[config.mk]
export PLATFORM = sky130hd
export DESIGN_NAME = bm3_queue
export DESIGN_NICKNAME = d
export VERILOG_FILES = /design/src/rtl/bm3_queue.sv
export SDC_FILE = /design/constraint.sdc
export NUM_CORES = 1
export LEC_CHECK = 0
export BUFFER_PORTS_ARGS = -buffer_cell sky130_fd_sc_hd__buf_4
export CAP_MARGIN = 0
export CORE_MARGIN = 5
export CORE_UTILIZATION = 40
export DETAILED_ROUTE_END_ITERATION = 10
export MAX_ROUTING_LAYER = met4
export PLACE_DENSITY_LB_ADDON = 0.12
export SLEW_MARGIN = 30
export SYNTH_ARGS = -nofsm -noshare
export SYNTH_HDL_FRONTEND = slang
export SYNTH_SLANG_ARGS = --single-unit
[constraint.sdc]
create_clock -name clk -period 2.3 [get_ports clk]
set_clock_uncertainty 0.2 [all_clocks]
set_input_delay 0.345 -clock clk [delete_from_list [all_inputs] [get_ports clk]]
set_output_delay 0.345 -clock clk [all_outputs]
set_load 0.02 [all_outputs]
[src/rtl/bm3_queue.sv]
`timescale 1ns / 1ps

module bm3_queue #(
  parameter int WIDTH = 8,
  parameter int DEPTH = 4
) (
  input  logic             clk,
  input  logic             rst_n,
  input  logic             push,
  input  logic [WIDTH-1:0] push_data,
  output logic             push_ready,
  input  logic             pop,
  output logic [WIDTH-1:0] pop_data,
  output logic             pop_valid
);

  localparam int PTRW = (DEPTH > 1) ? $clog2(DEPTH) : 1;
  localparam int CNTW = $clog2(DEPTH + 1);

  logic [WIDTH-1:0] slot_r [DEPTH];
  logic [PTRW-1:0]  wr_ptr_r, wr_ptr_nxt;
  logic [PTRW-1:0]  rd_ptr_r, rd_ptr_nxt;
  logic [CNTW-1:0]  cnt_r, cnt_nxt;
  logic             do_push, do_pop;

  assign push_ready = (cnt_r != CNTW'(DEPTH));
  assign pop_valid  = (cnt_r != '0);
  assign pop_data   = slot_r[rd_ptr_r];
  assign do_push    = push && push_ready;
  assign do_pop     = pop && pop_valid;

  // pointer and fill count update
  always_comb begin
    wr_ptr_nxt = wr_ptr_r;
    rd_ptr_nxt = rd_ptr_r;
    cnt_nxt    = cnt_r;
    if (do_push) begin
      wr_ptr_nxt = (wr_ptr_r == PTRW'(DEPTH - 1)) ? '0 : wr_ptr_r + PTRW'(1);
    end
    if (do_pop) begin
      rd_ptr_nxt = (rd_ptr_r == PTRW'(DEPTH - 1)) ? '0 : rd_ptr_r + PTRW'(1);
    end
    if (do_push && !do_pop) begin
      cnt_nxt = cnt_r + CNTW'(1);
    end else if (do_pop && !do_push) begin
      cnt_nxt = cnt_r - CNTW'(1);
    end
  end

  always_ff @(posedge clk) begin
    if (!rst_n) begin
      wr_ptr_r <= '0;
      rd_ptr_r <= '0;
      cnt_r    <= '0;
    end else begin
      wr_ptr_r <= wr_ptr_nxt;
      rd_ptr_r <= rd_ptr_nxt;
      cnt_r    <= cnt_nxt;
    end
  end

  // storage slots
  always_ff @(posedge clk) begin
    if (do_push) begin
      slot_r[wr_ptr_r] <= push_data;
    end
  end

endmodule

==> run_results.csv, run 1 <==
group,metric,value,unit
status,outcome,"finished clean",
place,dpl.hpwl,1800,um
sta,fin_crit_sh,96.1,%
synth,synthDominantCellAreaShare,58.8,%
die,coreArea,0.00397,mm2
routing,first_pass_iters,4,
clocking,clk_root_buffer_cell,"clkbuf_8",
critical_path,cp-end-kind,"register",
critical_path,path_cells,"or3b_4, and2_4, ha_4, inv_1, fa_2, xor2_1, or3_2, a21boi_1",
sta,hold_violations,0,
critical_path,critPathBufInv,1,
finish,stdcell_count,173,
critical_path,slowest_delay,0.40,ns
sta,tns,0,ns
min_path,hold_class,"in -> reg",
power_and_ir_drop,vdd_drop_max,0.000558,V
critical_path,crit_family,"simple AND/OR/NAND/NOR gates",
die,start_util,41.2,%
finish,fillers,352,
synth,synthCells,93,
global_routing,first_global_vias,973,
die,rows,23,
global_routing,grt_usage,11.3,%
clocking,cts.clk_slew.worst_paths,0.07,ns
synth,synth.avg_cell_area,17.6,um2
place,place_inst,163,
clocking,hold_buffers,0,
synth,synth_top_area_cell,"edfxtp_1",
synth,synth_area,0.00164,mm2
critical_path,crit_type,"reg -> reg",
global_routing,gr-usage-met2,20.0,%
synth,seq_area_frac_synth,69.8,%
die,die_h,73.9,um
clocking,cts_buffer_depth,2,
place,place.gp.congestion,0.797,
finish,register_area,0.00115,mm2
die,dieArea,0.00547,mm2
sta,maxClockFrequency,452,MHz
critical_path,reg2reg_depth,8,
routing,via_per_inst,4.97,
synth,synthTopCellsByArea,"edfxtp_1 (59%), dfxtp_1 (11%), mux4_2 (11%)",
critical_path,worstPathArrival,2.23,ns
power_and_ir_drop,p_leak,0.726,nW
synth,yosys_register_bits,41,
clocking,cts_sinks,41,
critical_path,cp.depth,8,
global_routing,grt_util_met1,11.0,%
sta,finalCriticalPeriod,2.21,ns
routing,routed_wl,2610,um
critical_path,worstSetupStartpointType,"register",
synth,synth.distinct_cells,26,
global_routing,antenna_found_initial,0,
critical_path,cp.required,2.32,ns
finish,area_growth,22.4,%
clocking,cts_tree,"yes",
sta,setup_viol,0,
die,die_w,73.9,um
synth,yosysWarnings,0,
finish,antenna_cells,0,
routing,vias,859,
global_routing,grt_pass1_wl,4260,um
sta,rsz0062_at_grt,"false",
global_routing,grt_max_degree,14,
finish,final_cell_mix,"edfxtp_1 (32), buf_4 (26), mux4_2 (8)",
clocking,h-tree-depth,2,
clocking,cts_buffers,5,
finish,multiInputGateArea,497,um2
routing,ant_nets,0,
finish,layout-drive-gt1-share,45.5,%
routing,drc,0,
power_and_ir_drop,power_density,1110,mW/mm2
global_routing,grt.overflow.total,0,
sta,drv_slew,0,
global_routing,use_met3,4.46,%
sta,slew_headroom,73.6,%
sta,worst_pin_slew,0.396,ns
critical_path,slowest_stage,"or3_2",
run,cap_violations,0,
synth,synthesis.nets,112,
die,num_io_pins,22,
global_routing,busiest_layer,"met2",
clocking,clk_latency,0.28,ns
routing,detail_route.iter0.violations,49,
min_path,holdPathStages,1,
routing,post_drt_wl_per_cell,15.1,um
critical_path,critPathMaxFanout,5,
place,portBuffers,21,
finish,nNetsFinal,141,
finish,final_common_cell,"edfxtp_1",
layer usage:
metal	routed length, um	vias to the layer above
li1	-	410
met1	948	421
met2	1430	23
met3	190	5
met4	40	0
met5	0	-
stage by stage:
stage	power [mW]	hold WS, ns	instance area (um2)	utilization, %	setup slack [ns]
finish	2.22	0.0536	2000	50.4	0.0897
global route	2.37	0.0318	2000	50.4	0.00648
CTS	2.19	0.0430	1960	49.4	0.0565
detailed placement	1.74	0.300	1870	47.2	0.0526
global placement	1.72	0.290	1870	47.2	0.113
floorplan	1.49	0.244	1660	-	0.000526
worst paths after layout:
| path | from | end | slack [ns] |
|---|---|---|---|
| setup / recovery | cnt_r[2] | cnt_r[2] | 0.09 |
| hold / removal | push_data[4] | slot_r[1][4] | 0.05 |
| setup reg to reg | cnt_r[2] | cnt_r[2] | 0.09 |
| hold reg to reg | wr_ptr_r[1] | wr_ptr_r[1] | 0.31 |
report_power, final:
part,switching (mW),internal [mW]
registers,0.0808,0.925
logic,0.361,0.406
clock network,0.234,0.209
cell type report:
cell class                      count  area share [%]
Clock buffer                        5            3.44
Clock inverter                      3           0.875
Inverter                            3           0.563
Multi-Input combinational cell     45            24.8
Sequential cell                    41            57.4
Tap cell                           50            3.13
Timing Repair Buffer               26            9.75
synth_stat cells (all sizes together):
master and instances:
a21boi 1, and2 2, and3 4, buf 2, clkbuf 2, dfxtp 9, edfxtp 32, fa 1
ha 6, inv 3, mux2i 2, mux4 8, nand2 5, nand3 2, nand4 1, nor2 2
nor2b 1, o21ai 4, o31ai 1, or3 2, or3b 1, xnor2 1, xor2 1
sequential cells by signal, summed over array words and instances (netlist names), named ones only:
name      cells
wr_ptr_r      2
cnt_r         3
slot_r       32
rd_ptr_r      2
cell families (layout without fill, tap and decap cells):
family	count (synthesis)	count (layout)	synth area share [%]
DFF	41	41	69.8
and+or+nand+nor	20	20	7.19
muxes	10	10	12.2
adders and majority gates	7	7	5.81
buffers and inverters	7	37	1.76
AOI/OAI and AO/OA	6	6	2.14
xor gates and xnor gates	2	2	1.07
repair_timing:
action                     CTS  global route
resized for setup            0             5
buffers inserted             0             2
setup endpoints to repair    0             1
(Power assumes the default switching activity.)
==> inputs of run 2 (changes only) <==
BUFFER_PORTS_ARGS = -buffer_cell sky130_fd_sc_hd__buf_2   (was -buffer_cell sky130_fd_sc_hd__buf_4)
==> run 2 against run 1 <==
  * Largest power group unchanged
  * Critical path type unchanged
  * Cell count rose by 1.2%
  * Largest cell class unchanged
  * Routed wire length is 2.7% higher
  * Combinational power hardly changed
  * Critical path depth unchanged
==> run_results.csv, run 2 (synthesized netlist as in run 1, its figures left out) <==
group,metric,value,unit
die,coreArea,0.00397,mm2
global_routing,grt_pass1_wl,4510,um
place,place_area,0.00182,mm2
critical_path,cp.required,2.32,ns
global_routing,grt_max_degree,14,
power_and_ir_drop,vdd_drop_max,0.000761,V
die,die_w,73.9,um
sta,rsz0062_at_grt,"true",
routing,routed_wl,2680,um
finish,final_common_cell,"edfxtp_1",
power_and_ir_drop,p_leak,0.717,nW
finish,utilization,49.7,%
global_routing,antenna_found_initial,0,
clocking,cts_tree,"yes",
finish,largest-register,"slot_r",
finish,layout-drive-gt1-share,48.0,%
die,rows,23,
clocking,cts_sinks,41,
power_and_ir_drop,power_density,1130,mW/mm2
critical_path,critPathMaxFanout,5,
place,portBuffers,21,
routing,via_per_inst,4.92,
die,start_util,41.2,%
finish,register_area,0.00115,mm2
critical_path,worstPathArrival,2.29,ns
routing,ant_nets,0,
finish,nNetsFinal,143,
finish,multiInputGateArea,504,um2
clocking,hold_buffers,0,
clocking,h-tree-depth,2,
sta,worst_pin_slew,0.408,ns
clocking,cts.clk_slew.worst_paths,0.08,ns
global_routing,grt_usage,11.8,%
min_path,hold_class,"in -> reg",
sta,worst_hold_slack,0.0709,ns
sta,slew_headroom,72.8,%
sta,finalCriticalPeriod,2.27,ns
clocking,cts_buffer_depth,2,
die,die_h,73.9,um
sta,drv_slew,0,
routing,detail_route.iter0.violations,34,
finish,antenna_cells,0,
finish,fillers,348,
finish,post-route-cell-area,0.00197,mm2
critical_path,slowest_stage,"fa_2",
finish,final_cell_mix,"edfxtp_1 (32), buf_2 (21), mux4_2 (8)",
global_routing,first_global_vias,966,
critical_path,slowest_delay,0.38,ns
sta,maxClockFrequency,441,MHz
place,dpl.hpwl,1810,um
critical_path,cp-end-kind,"register",
finish,area_growth,20.6,%
clocking,clk_latency,0.29,ns
status,outcome,"finished clean",
global_routing,grt.overflow.total,0,
routing,vias,861,
sta,fin_crit_sh,98.7,%
routing,drc,0,
die,dieArea,0.00547,mm2
routing,post_drt_wl_per_cell,15.3,um
routing,first_pass_iters,4,
die,num_io_pins,22,
clocking,clk_root_buffer_cell,"clkbuf_8",
sta,hold_violations,0,
clocking,cts_buffers,5,
sta,setup_viol,0,
power_and_ir_drop,total_power,2.22,mW
finish,reg_top3,"slot_r x32, cnt_r x3",
critical_path,path_cells,"buf_4, o31ai_4, ha_4, inv_2, fa_2, xor2_1, or3_4, a21boi_2",
finish,largest_reg_flops,32,
place,place.gp.congestion,0.783,
run,cap_violations,0,
critical_path,crit_type,"reg -> reg",
critical_path,worstSetupStartpointType,"register",
[run 2: changes by cell type in the layout (fill, tap and decap cells not counted), sizes merged]
cell	delta
buf	+2
[run 2: repair_timing]
item	CTS	global route
endpoints found under the setup margin	0	1
buffers inserted	0	4
gates resized for setup	0	8
[run 2: final timing paths]
| kind | startpoint | to | slack [ns] | depth (start not counted) |
|---|---|---|---|---|
| hold reg to reg | wr_ptr_r[1] | wr_ptr_r[1] | 0.32 | 2 |
| setup / recovery | cnt_r[2] | cnt_r[2] | 0.03 | 8 |
| hold / removal | push_data[3] | slot_r[3][3] | 0.07 | 1 |
| setup reg to reg | cnt_r[2] | cnt_r[2] | 0.03 | 8 |
[run 2: power by group]
| part | switching [mW] | internal, mW | leakage [nW] |
|---|---|---|---|
| logic | 0.377 | 0.391 | 0.305 |
| registers | 0.0803 | 0.925 | 0.369 |
| clock network | 0.239 | 0.209 | 0.0439 |
[run 2: final cells by class]
| class | instances | share of cell area (%) |
|---|---|---|
| Clock inverter | 3 | 0.888 |
| Clock buffer | 5 | 3.49 |
| Tap cell | 50 | 3.17 |
| Multi-Input combinational cell | 45 | 25.6 |
| Timing Repair Buffer | 28 | 7.99 |
| Sequential cell | 41 | 58.3 |
| Inverter | 3 | 0.571 |
[run 2: metrics by stage]
step,std cells,setup TNS (ns),worst slack [ns]
final,175,0,0.0305
after global placement,163,0,0.115
after CTS,171,0,0.0213
after floorplan,93,0,0.000526
after global routing,175,-0.0347,-0.0347
after detailed placement,163,0,0.0407
[run 2: critical path: cells and delay by family (launching register included)]
kind	cells	cell delay, ns
adder cells (fa/ha/maj)	2	0.56
flip-flops	1	0.36
buffers and inverters	2	0.18
AND/OR/NAND/NOR	1	0.33
XOR/XNOR	1	0.16
AO/OA/AOI/OAI	2	0.41
[run 2: per-layer routing]
layer,global-route usage [%],vias to the layer above,share of wire (%)
li1,-,416,-
met1,13.2,421,42
met2,19.4,19,52
met3,3.11,5,4.4
met4,6.04,0,1.8
met5,-,-,0
==> inputs of run 3 (changes only) <==
REMOVE_ABC_BUFFERS = 1   (was unset)
==> run 3 against run 2 <==
  * Worst hold slack worse by 0.0061 ns
  * Core utilization down 0.063 points
  * Routed wire length up 4.6%
  * Largest power group unchanged
==> run_results.csv, run 3 (synthesized netlist as in run 1, its figures left out) <==
group,metric,value,unit
clocking,hold_buffers,0,
finish,final_cell_mix,"edfxtp_1 (32), buf_2 (21), mux4_2 (8)",
clocking,cts_tree,"yes",
sta,maxClockFrequency,468,MHz
die,coreArea,0.00397,mm2
routing,routed-wl-met3,162,um
place,place_area,0.00183,mm2
routing,vias,875,
routing,met1Wirelength,1070,um
die,dieArea,0.00547,mm2
critical_path,cp-end-kind,"register",
global_routing,grt_max_degree,14,
min_path,hold_class,"in -> reg",
routing,ant_nets,0,
routing,drc,0,
place,place_inst,166,
finish,utilization,49.6,%
finish,antenna_cells,0,
die,start_util,41.2,%
critical_path,cp.required,2.33,ns
routing,routed_wl,2800,um
power_and_ir_drop,p_leak,0.718,nW
routing,via_per_inst,5.00,
global_routing,first_global_vias,955,
clocking,clk_latency,0.29,ns
status,outcome,"finished clean",
sta,worst_pin_slew,0.423,ns
critical_path,worstSetupStartpointType,"register",
finish,post-route-cell-area,0.00197,mm2
die,num_io_pins,22,
clocking,h-tree-depth,2,
sta,layout_setup_ws,0.164,ns
global_routing,grt_usage,12.0,%
power_and_ir_drop,vdd_drop_max,0.000640,V
clocking,cts.clk_slew.worst_paths,0.08,ns
routing,detail_route.iter0.violations,51,
die,rows,23,
sta,setup_viol,0,
routing,highest_layer,"met4",
critical_path,worstPathArrival,2.16,ns
routing,first_pass_iters,4,
place,portBuffers,21,
finish,nNetsFinal,143,
finish,largest_reg_flops,32,
finish,largest-register,"slot_r",
place,dpl.hpwl,1860,um
clocking,cts_sinks,41,
global_routing,grt.overflow.total,0,
finish,area_growth,20.4,%
global_routing,grt_pass1_wl,4550,um
sta,tns,0,ns
global_routing,antenna_found_initial,0,
critical_path,critPathMaxFanout,5,
critical_path,crit_type,"reg -> reg",
die,die_w,73.9,um
sta,slew_headroom,71.8,%
power_and_ir_drop,power_density,1130,mW/mm2
clocking,cts_buffer_depth,2,
run,cap_violations,0,
place,post-place-ws,-0.0127,ns
die,die_h,73.9,um
finish,final_common_cell,"edfxtp_1",
routing,route.met2.wl,1530,um
sta,finalCriticalPeriod,2.14,ns
finish,layout-drive-gt1-share,48.0,%
finish,reg_top3,"slot_r x32, cnt_r x3",
finish,stdcell_count,175,
sta,fin_crit_sh,92.9,%
sta,drv_slew,0,
sta,hold_violations,0,
finish,fillers,345,
sta,rsz0062_at_grt,"false",
clocking,cts_buffers,5,
clocking,clk_root_buffer_cell,"clkbuf_8",
place,place.gp.congestion,0.779,
routing,post_drt_wl_per_cell,16.0,um
## run 3: stage by stage
stage                     power, mW  hold WS, ns
after global placement         1.68        0.299
after detailed placement       1.70        0.306
final                          2.22       0.0648
after CTS                      2.16       0.0544
after global routing           2.39       0.0465
after floorplan                1.44        0.244
## run 3: layout make-up
class                      count  area (um2)  share of cell area (%)
clock inverter                 3        17.5                   0.889
timing repair buffer          28         158                    8.01
clock buffer                   5        68.8                    3.49
tap                           50        62.6                    3.18
sequential                    41        1150                    58.3
inverter                       3        11.3                   0.572
multi-input combinational     45         504                    25.6
## run 3: critical path: stages, from the launching register on
cell      delay, ns
dfxtp_4        0.37
or3b_4         0.23
and2_4         0.15
ha_4           0.14
inv_2          0.04
fa_2           0.34
xor2_1         0.15
or3_4          0.33
a21boi_2       0.11
## run 3: final timing paths
path	start	endpoint	slack (ns)	cells after the start
setup reg to reg	cnt_r[2]	cnt_r[2]	0.16	8
hold reg to reg	wr_ptr_r[1]	wr_ptr_r[1]	0.31	2
setup / recovery	cnt_r[2]	cnt_r[2]	0.16	8
hold / removal	push_data[6]	slot_r[1][6]	0.06	1
## run 3: timing repair
item / in CTS / in global routing
pin swaps: 0 / 2
gates resized for setup: 3 / 11
setup endpoints to repair: 1 / 1
buffers inserted: 0 / 1
## run 3: metal layers
layer	GRT usage, %	up-vias
li1	-	416
met1	12.1	431
met4	4.83	0
met5	-	-
met2	20.8	23
met3	4.59	5
## run 3: power breakdown
part	internal, mW	total [mW]	leakage [nW]	switching [mW]
clock network	0.209	0.447	0.0439	0.238
registers	0.921	0.998	0.369	0.0763
logic	0.392	0.779	0.305	0.388
