==> src/rtl/bm3_pkg.sv <==
`timescale 1ns / 1ps

package bm3_pkg;

  // mask pixel levels
  localparam logic [7:0] PIX_SET = 8'd255;
  localparam logic [7:0] PIX_CLR = 8'd0;

  // op_select code for dilation, anything else erodes
  localparam logic OP_DILATE = 1'b1;

  // item mode code for a flush word
  localparam logic MODE_FLUSH = 1'b1;

  // configuration port
  localparam int CFG_AW = 2;
  localparam int CFG_DW = 11;
  localparam logic [CFG_AW-1:0] REG_OP_SELECT    = 2'd0;
  localparam logic [CFG_AW-1:0] REG_FRAME_WIDTH  = 2'd1;
  localparam logic [CFG_AW-1:0] REG_FRAME_HEIGHT = 2'd2;

  // decoupling queue between front and back
  localparam int QUEUE_DEPTH = 4;

  // classified word handed from front to back
  typedef struct packed {
    logic       emit;   // this word produces a result
    logic       up;     // neighbor row above is in frame
    logic       down;   // neighbor row below is in frame
    logic       left;   // neighbor column to the left is in frame
    logic       right;  // neighbor column to the right is in frame
    logic       last;   // result closes the frame
    logic [7:0] pix;    // pixel shifted into the window, zero while draining
  } bm3_task_t;

endpackage

==> src/rtl/bm3_front.sv <==
`timescale 1ns / 1ps

module bm3_front
  import bm3_pkg::*;
#(
  parameter int CW = 10,
  parameter int RW = 12,
  parameter int PW = 11,
  parameter int PH = 13
) (
  input  logic            clk,
  input  logic            rst_n,
  input  logic [PW-1:0]   width,
  input  logic [PH-1:0]   height,
  input  logic            in_valid,
  output logic            in_ready,
  input  logic            in_mode,
  input  logic [7:0]      in_pixel,
  output logic            push,
  output bm3_task_t       push_task,
  output logic [CW-1:0]   push_col,
  input  logic            push_ready
);

  logic [CW-1:0] in_col_r, in_col_nxt;
  logic [RW-1:0] in_row_r, in_row_nxt;
  logic [CW-1:0] out_col_r, out_col_nxt;
  logic [RW-1:0] out_row_r, out_row_nxt;

  logic [PW-1:0] in_col_x, out_col_x;
  logic [PH-1:0] in_row_x, out_row_x;
  logic          accept, drain, skip, emit, col_wrap;
  logic          up, down, left, right, last;

  assign in_ready = push_ready;
  assign accept   = in_valid && in_ready;

  assign in_col_x  = {{(PW - CW){1'b0}}, in_col_r};
  assign out_col_x = {{(PW - CW){1'b0}}, out_col_r};
  assign in_row_x  = {{(PH - RW){1'b0}}, in_row_r};
  assign out_row_x = {{(PH - RW){1'b0}}, out_row_r};

  // classify the word
  assign drain    = (in_row_x >= height);
  assign skip     = !drain && (in_mode == MODE_FLUSH);
  assign emit     = (in_row_r >= RW'(2)) || ((in_row_r == RW'(1)) && (in_col_r != '0));
  assign col_wrap = ((in_col_x + PW'(1)) >= width);

  // neighborhood of the result position
  assign up    = (out_row_r != '0);
  assign down  = ((out_row_x + PH'(1)) < height);
  assign left  = (out_col_r != '0);
  assign right = ((out_col_x + PW'(1)) < width);
  assign last  = !down && !right;

  assign push             = accept && !skip;
  assign push_col         = in_col_r;
  assign push_task.emit   = emit;
  assign push_task.up     = up;
  assign push_task.down   = down;
  assign push_task.left   = left;
  assign push_task.right  = right;
  assign push_task.last   = last;
  assign push_task.pix    = drain ? PIX_CLR : in_pixel;

  // position counters
  always_comb begin
    in_col_nxt  = in_col_r;
    in_row_nxt  = in_row_r;
    out_col_nxt = out_col_r;
    out_row_nxt = out_row_r;
    if (push) begin
      if (col_wrap) begin
        in_col_nxt = '0;
        in_row_nxt = in_row_r + RW'(1);
      end else begin
        in_col_nxt = in_col_r + CW'(1);
      end
      if (emit) begin
        if (last) begin
          in_col_nxt  = '0;
          in_row_nxt  = '0;
          out_col_nxt = '0;
          out_row_nxt = '0;
        end else if (!right) begin
          out_col_nxt = '0;
          out_row_nxt = out_row_r + RW'(1);
        end else begin
          out_col_nxt = out_col_r + CW'(1);
        end
      end
    end
  end

  always_ff @(posedge clk) begin
    if (!rst_n) begin
      in_col_r  <= '0;
      in_row_r  <= '0;
      out_col_r <= '0;
      out_row_r <= '0;
    end else begin
      in_col_r  <= in_col_nxt;
      in_row_r  <= in_row_nxt;
      out_col_r <= out_col_nxt;
      out_row_r <= out_row_nxt;
    end
  end

endmodule

==> config.mk <==
export PLATFORM = sky130hd
export DESIGN_NAME = bm3_front
export DESIGN_NICKNAME = d
export VERILOG_FILES = /design/src/rtl/bm3_pkg.sv /design/src/rtl/bm3_front.sv
export SDC_FILE = /design/constraint.sdc
export NUM_CORES = 1
export LEC_CHECK = 0
export ABC_AREA = 1
export BUFFER_PORTS_ARGS = -buffer_cell sky130_fd_sc_hd__clkbuf_2
export CAP_MARGIN = 20
export CORE_ASPECT_RATIO = 0.5
export CORE_MARGIN = 4
export CORE_UTILIZATION = 45
export CTS_CLUSTER_DIAMETER = 100
export DETAILED_ROUTE_END_ITERATION = 16
export PLACE_DENSITY_LB_ADDON = 0.08
export RECOVER_POWER = 25
export SETUP_SLACK_MARGIN = 0.4
export SYNTH_ARGS = -nofsm -noshare
export SYNTH_HDL_FRONTEND = slang
export SYNTH_SLANG_ARGS = --single-unit
==> constraint.sdc <==
create_clock -name clk -period 2.7 [get_ports clk]
set_clock_uncertainty 0.1 [all_clocks]
set_input_delay 0.54 -clock clk [delete_from_list [all_inputs] [get_ports clk]]
set_output_delay 0.54 -clock clk [all_outputs]
set_load 0.02 [all_outputs]
==> parameters.txt, run 1 <==
Parameter                              Value

Outcome
  Outcome ... finished, violations left
  Failing checks ... setup timing

CTS
  Library cell used as clock root buffer ... sky130_fd_sc_hd__clkbuf_16
  Clk slew on worst S/H paths ... 0.07 ns
  Sinks on Clock Net ... 44
  Maximum clock insertion buffer count ... 2
  TritonCTS clock tree ... done
  Maximum level of the CTS H-tree ... 2
  Number of CTS-inserted buffers ... 5
  Clock latency at the later pin of the worst-skew pair ... 0.29 ns

Flow run
  Max Cap Violations ... 0

Min path
  Startpoint of the lowest-slack hold path ... out_col_r[6]
  Hold-critical path endpoint ... out_col_r[6]
  Path type of the worst min-delay path ... flop to flop
  Worst hold path cell count ... 2

GRT
  GR Layer Usage met1 ... 29.9%
  First-pass GRT wire length ... 23.4 mm
  Global-route met3 utilization ... 4.38%
  Global routing usage on met2 ... 46.0%
  Largest net degree at the start of global routing ... 33
  Vias in the first global route ... 5003
  Antenna violations before repair ... 0
  Layer with the highest usage after global routing ... met2
  Overall global routing resource usage ... 24.7%
  Global route overflow ... 0

Floorplan
  Starting Density ... 46.7%
  Row count ... 25
  Die Span Y ... 78.2 microns
  Total Die Area ... 0.0116 sq mm
  Core region area ... 0.00951 sq mm
  Width of the die ... 148 microns
  Number of placed I/O pins ... 63

Setup path
  Worst r2r src ... out_col_r[1]
  Nature of the critical path startpoint ... flop
  Worst Setup End Kind ... output pin
  Data required, critical path ... 2.06 ns
  Capture instance of the worst register-to-register path ... out_row_r[6]
  Arrival time of the worst setup path ... 2.42 ns
  Reg2reg setup slack ... -0.22 ns
  Maximum fanout count along the critical path ... 4
  Worst reg-to-reg path cell count ... 19
  Start-to-end type of the worst setup path ... flop to output pin

Power and ir drop
  Leakage dissipation ... 3.49 nW
  Worst voltage drop across the vdd grid ... 0.000195 V
  Cell Pwr Density ... 230 mW/mm^2

Timing
  Total negative slack for setup checks ... -5.15 ns
  Hold violation count in the final report ... 0
  Final setup vio count ... 36
  RSZ-0062 raised after global routing ... true
  Final count of pins violating max slew ... 0
  Post-route setup slack ... -0.357 ns
  Portion of the clock cycle consumed by the worst path in the final layout ... 113%
  Slew at the pin closest to its max-slew limit ... 0.381 ns
  Time the worst path needs with I/O delays and setup ... 3.06 ns
  Relative max-transition margin ... 74.6%
  Achievable clock frequency ... 327 MHz

Placement
  Number of placed instances with taps included ... 933
  Final RePlAce weighted congestion ... 0.878
  Pre-CTS worst setup slack ... -0.0742 ns
  Total half-perimeter wirelength after legalization and detailed placement ... 9.62 mm
  Port Buffers ... 62

Final layout
  Diodes inserted ... 0
  Fill cell total of the finished layout ... 736
  Non-filler cells in the finished layout ... 986
  Share of final-layout standard cells stronger than drive strength 1 ... 49.5%
  Post-route core utilization ... 75.8%
  Post-layout nets ... 941
  P&R area growth vs syn ... 62.4%

Logic synthesis
  Top cell type by total area after synthesis ... sky130_fd_sc_hd__dfxtp_1
  Post-Synthesis Mean Instance Area ... 6.37 sq um
  Cell types with the highest counts after synthesis ... sky130_fd_sc_hd__nand2_1, sky130_fd_sc_hd__inv_1, sky130_fd_sc_hd__nor2_1, sky130_fd_sc_hd__ha_1, sky130_fd_sc_hd__a21oi_1
  Total standard cell area after synthesis ... 0.00444 sq mm
  Post-Synthesis Net Count ... 788
  Area contributors post-synth ... sky130_fd_sc_hd__dfxtp_1, sky130_fd_sc_hd__ha_1, sky130_fd_sc_hd__nand2_1, sky130_fd_sc_hd__inv_1, sky130_fd_sc_hd__nor2_1
  Most repeated cell in the gate-level netlist after synthesis ... sky130_fd_sc_hd__nand2_1
  Flip-flop and latch count after synthesis ... 44
  Mapped Cells ... 697
  Part of the Yosys area used for sequential elements ... 19.9%
  Area share of the largest cell type after synthesis ... 19.9%
  Post-synthesis cell type count ... 36
  Asr flop ratio synth ... 0%
  Synthesis Warnings ... 0
  Leading register cell type out of synthesis ... sky130_fd_sc_hd__dfxtp_1
  EDFF count, synth ... 0

Detailed routing
  Via count ... 4975
  Violation count after the first detailed-routing iteration ... 196
  ANT nets after route ... 0
  Total Routed Length ... 14.7 mm
  Routed wire length per instance ... 14.9 microns
  Post-DR vias/cell ... 5.05
  DRC errors left ... 0
  DR pass1 iterations ... 4
what timing repair did:
| action | in CTS | in global routing |
|---|---|---|
| pin swaps | 74 | 67 |
| hold endpoints to repair | 0 | 0 |
| hold buffers | 0 | 0 |
| gates cloned | 4 | 0 |
| endpoints found under the setup margin | 57 | 57 |
| buffers inserted | 29 | 12 |
| gates resized for setup | 156 | 112 |
state kept, by name (all words and copies together), names as in the netlist:
register	cells
out_col_r	10
in_row_r	12
out_row_r	12
push_col	10
where the power goes:
part	leakage [nW]	switching, mW	internal (mW)
clock network	0.0679	0.279	0.343
registers	0.373	0.0139	0.646
logic	3.05	0.214	0.162
per-layer routing:
metal  share of wire (%)  routed length [microns]
met5                   0                        0
met2                  51                     7490
met1                  43                     6260
met3                 4.2                      613
met4                 2.0                      288
cell usage in the layout (no fill, tap or decap), drive strengths merged, types with 22 or more instances in the layout:
master / instances
buf: 116
a21oi: 53
clkbuf: 57
inv: 126
nand3: 54
nor2: 78
ha: 54
xor2: 22
nand4: 28
dfxtp: 44
nand2: 175
worst max-delay path by stage:
stage	cells past startpoint	slack, ns	endpoint	from
floorplan	12	0.008	push_task[9]	out_col_r[1]
detailed placement	15	-0.07	out_row_r[5]	out_col_r[2]
global placement	15	-0.06	out_row_r[5]	out_col_r[2]
finish	15	-0.36	push_task[8]	out_row_r[3]
global route	16	-0.53	push_task[8]	out_row_r[0]
CTS	15	-0.32	push_task[8]	out_row_r[6]
cell families after synthesis:
kind of cell	after synthesis	share of synthesized area (%)
compound gates	73	8.66
xor+xnor	24	4.74
simple gates	353	37.0
fa+ha+maj	54	15.2
buf+inv	149	14.5
flops	44	19.9
metrics by stage:
stage,power (mW),cell area (sq um),hold slack (ns)
after floorplan,0.870,4910,0.384
after global placement,0.960,5690,0.406
after detailed placement,0.964,5690,0.408
after CTS,1.64,6730,0.419
after global routing,1.74,7210,0.434
final,1.66,7210,0.422
layout make-up:
class                   count  area, sq um  share of cell area [%]
inverters                 129          532                    7.38
well taps                 135          169                    2.34
clock buffers               7          133                    1.84
repair buffers            166         1470                    20.4
multi-input cells         504         3950                    54.8
clock inverters             1         5.00                  0.0695
flip-flops and latches     44          946                    13.1
critical path, cell delays in order, from the launching register on:
cell and delay [ns]:
sky130_fd_sc_hd__dfxtp_2 0.34, sky130_fd_sc_hd__inv_2 0.06, sky130_fd_sc_hd__nor4_4 0.35, sky130_fd_sc_hd__nand4_1 0.16
sky130_fd_sc_hd__nand2_1 0.10, sky130_fd_sc_hd__inv_1 0.07, sky130_fd_sc_hd__ha_1 0.28, sky130_fd_sc_hd__nand2_1 0.06
sky130_fd_sc_hd__inv_2 0.06, sky130_fd_sc_hd__nand3_2 0.07, sky130_fd_sc_hd__a21oi_1 0.12, sky130_fd_sc_hd__nor2_1 0.06
sky130_fd_sc_hd__nand2_2 0.14, sky130_fd_sc_hd__nand2_4 0.07, sky130_fd_sc_hd__inv_4 0.05, sky130_fd_sc_hd__clkbuf_8 0.13
Power figures use the tool's default switching activity.
==> run 2, diff against run 1 <==
--- a/config.mk
+++ b/config.mk
@@ -6,6 +6,7 @@
 export NUM_CORES = 1
 export LEC_CHECK = 0
 export ABC_AREA = 1
+export ABC_CLOCK_PERIOD_IN_PS = 2700
 export BUFFER_PORTS_ARGS = -buffer_cell sky130_fd_sc_hd__clkbuf_2
 export CAP_MARGIN = 20
 export CORE_ASPECT_RATIO = 0.5
@@ -15,7 +16,9 @@
 export DETAILED_ROUTE_END_ITERATION = 16
 export PLACE_DENSITY_LB_ADDON = 0.08
 export RECOVER_POWER = 25
+export REMOVE_ABC_BUFFERS = 1
 export SETUP_SLACK_MARGIN = 0.4
+export SKIP_CTS_REPAIR_TIMING = 1
 export SYNTH_ARGS = -nofsm -noshare
 export SYNTH_HDL_FRONTEND = slang
 export SYNTH_SLANG_ARGS = --single-unit
==> run 2 against run 1 <==
  * The run still ends with setup timing left
  * Sequential share of layout area increased by 0.76 points
  * Critical path depth rose by 3
  * Hold slack better by 0.014 ns
  * Via count decreased by 2.2%
  * Core utilization down 6.1 points
  * Register-to-register slack better by 0.17 ns
  * Cell count fell by 1.0%
  * Flip-flop and latch count did not move
  * Sequential power grew 0.8%
  * First-iteration DRC count is 12% lower
  * Largest cell class unchanged
  * Largest power group unchanged
==> parameters.txt, run 2 (synthesized netlist as in run 1, its figures left out) <==
Parameter                              Value

Outcome
  Outcome ... finished, violations left
  Failing checks ... setup timing

Power and ir drop
  Power share of the sequential group ... 39.9%
  Total power of the final layout ... 1.67 mW
  Logic gate share of total power ... 20.8%
  Leakage dissipation ... 3.41 nW
  Int Pwr ... 1.16 mW
  Clock network power share ... 39.3%
  Net switching power ... 0.501 mW
  Cell Pwr Density ... 251 mW/mm^2
  Worst voltage drop across the vdd grid ... 0.000201 V
  Net switching fraction of the power ... 30.1%

Setup path
  Capture instance of the worst register-to-register path ... push_col[0]
  Data required, critical path ... 2.06 ns
  Worst r2r src ... out_row_r[4]
  Start-to-end type of the worst setup path ... flop to output pin
  Worst Setup End Kind ... output pin
  Arrival time of the worst setup path ... 2.49 ns
  Nature of the critical path startpoint ... flop
  Worst reg-to-reg path cell count ... 17
  Maximum fanout count along the critical path ... 3
  Reg2reg setup slack ... -0.05 ns

CTS
  Sinks on Clock Net ... 44
  Maximum level of the CTS H-tree ... 2
  Library cell used as clock root buffer ... sky130_fd_sc_hd__clkbuf_16
  Clock latency at the later pin of the worst-skew pair ... 0.29 ns
  Maximum clock insertion buffer count ... 2
  Clk slew on worst S/H paths ... 0.07 ns
  TritonCTS clock tree ... done
  Number of CTS-inserted buffers ... 5

Final layout
  Fill cell total of the finished layout ... 789
  Highest-count cells in the layout ignoring fill and taps ... sky130_fd_sc_hd__nand2_1, sky130_fd_sc_hd__inv_1, sky130_fd_sc_hd__buf_4
  Diodes inserted ... 0
  Leading cell type in the layout, fill and taps excluded ... sky130_fd_sc_hd__nand2_1
  Share of final-layout standard cells stronger than drive strength 1 ... 42.7%
  Post-layout nets ... 931
  Largest registers ... in_row_r: 12 flops, out_row_r: 12 flops
  P&R area growth vs syn ... 49.4%

Min path
  Hold-critical path endpoint ... out_col_r[4]
  Path type of the worst min-delay path ... flop to flop
  Startpoint of the lowest-slack hold path ... out_col_r[4]
  Worst hold path cell count ... 2

Floorplan
  Row count ... 25
  Die Span Y ... 78.2 microns
  Number of placed I/O pins ... 63
  Total Die Area ... 0.0116 sq mm
  Width of the die ... 148 microns
  Starting Density ... 46.7%
  Core region area ... 0.00951 sq mm

GRT
  Global-route met3 utilization ... 3.40%
  Antenna violations before repair ... 0
  GR Layer Usage met1 ... 28.2%
  Overall global routing resource usage ... 20.8%
  Global routing usage on met2 ... 35.4%
  Global route overflow ... 0
  Largest net degree at the start of global routing ... 25
  First-pass GRT wire length ... 19.9 mm
  Layer with the highest usage after global routing ... met2
  Vias in the first global route ... 4315

Timing
  Post-route setup slack ... -0.432 ns
  RSZ-0062 raised after global routing ... true
  Slew at the pin closest to its max-slew limit ... 0.910 ns
  Portion of the clock cycle consumed by the worst path in the final layout ... 116%
  Relative max-transition margin ... 38.9%
  Hold violation count in the final report ... 0
  Total negative slack for setup checks ... -1.33 ns
  Final count of pins violating max slew ... 0
  Final setup vio count ... 11
  Time the worst path needs with I/O delays and setup ... 3.13 ns
  Achievable clock frequency ... 319 MHz

Detailed routing
  Total Routed Length ... 14.2 mm
  DRC errors left ... 0
  Routed wire length per instance ... 14.5 microns
  DR pass1 iterations ... 5
  Via count ... 4868
  Post-DR vias/cell ... 4.99
  ANT nets after route ... 0
  Violation count after the first detailed-routing iteration ... 172

Placement
  Port Buffers ... 62
  Total half-perimeter wirelength after legalization and detailed placement ... 9.53 mm
  Final RePlAce weighted congestion ... 0.877

Flow run
  Max Cap Violations ... 0
==> run 2: cell count changes in the layout (fill, tap and decap cells not counted), sizes merged <==
cell and change:
clkinvlp +1, clkinv -3, buf -12, nand3 +1, inv +3
==> run 2: metal layers <==
layer	share of wire, %	routed length, microns
met3	4.1	578
met5	0	0
met4	0.96	136
met1	46	6480
met2	49	6970
==> run 2: area by class of cell <==
cell class / count / area [sq um] / area share [%]
clock buffer: 7 / 143 / 2.15
clock inverter: 1 / 7.51 / 0.113
inverter: 129 / 507 / 7.64
multi-input combinational: 505 / 3740 / 56.4
sequential: 44 / 921 / 13.9
tap: 135 / 169 / 2.55
timing repair buffer: 154 / 1140 / 17.2
timing repair inverter: 1 / 8.76 / 0.132
==> run 2: worst max-delay path, stage by stage, from the launching register on <==
cell and delay [ns]:
sky130_fd_sc_hd__dfxtp_2 0.36, sky130_fd_sc_hd__inv_2 0.05, sky130_fd_sc_hd__nor4_4 0.28, sky130_fd_sc_hd__buf_4 0.18
sky130_fd_sc_hd__buf_4 0.10, sky130_fd_sc_hd__nand3_1 0.05, sky130_fd_sc_hd__nand2_1 0.06, sky130_fd_sc_hd__nand2_1 0.06
sky130_fd_sc_hd__inv_2 0.06, sky130_fd_sc_hd__ha_1 0.23, sky130_fd_sc_hd__nand2_1 0.09, sky130_fd_sc_hd__inv_2 0.04
sky130_fd_sc_hd__nand3_2 0.07, sky130_fd_sc_hd__a21oi_2 0.04, sky130_fd_sc_hd__nor2_2 0.13, sky130_fd_sc_hd__nand2_2 0.12
sky130_fd_sc_hd__nand2_2 0.11, sky130_fd_sc_hd__inv_2 0.04, sky130_fd_sc_hd__buf_6 0.12
==> run 2: power groups by stage <==
stage               combinational, mW  sequential (mW)  clock (mW)
finish                          0.346            0.665       0.654
global route                    0.376            0.666       0.699
CTS                             0.258            0.666       0.664
detailed placement              0.256            0.681           0
global placement                0.251            0.682           0
floorplan                       0.140            0.690           0
==> run 2: how the worst max path moves through the flow <==
stage / slack [ns] / depth (start not counted) / to / from
floorplan: -0.24 / 11 / push_task[8] / out_col_r[0]
global placement: -0.22 / 15 / push_task[8] / out_row_r[0]
detailed placement: -0.26 / 15 / push_task[8] / out_row_r[0]
CTS: -0.59 / 15 / push_task[8] / out_row_r[0]
global route: -0.60 / 14 / push_task[8] / out_row_r[4]
finish: -0.43 / 18 / push_task[8] / out_row_r[5]
==> run 2: metrics by stage <==
step	setup WS, ns	cell area (sq um)	util, %	cells	hold WS (ns)
6_report	-0.432	6630	69.7	976	0.436
5_1_grt	-0.601	6630	69.7	976	0.446
3_5_place_dp	-0.263	5360	56.3	950	0.411
4_1_cts	-0.591	5510	57.9	958	0.421
2_1_floorplan	-0.238	4280	-	677	0.379
3_3_place_gp	-0.224	5360	56.3	950	0.409
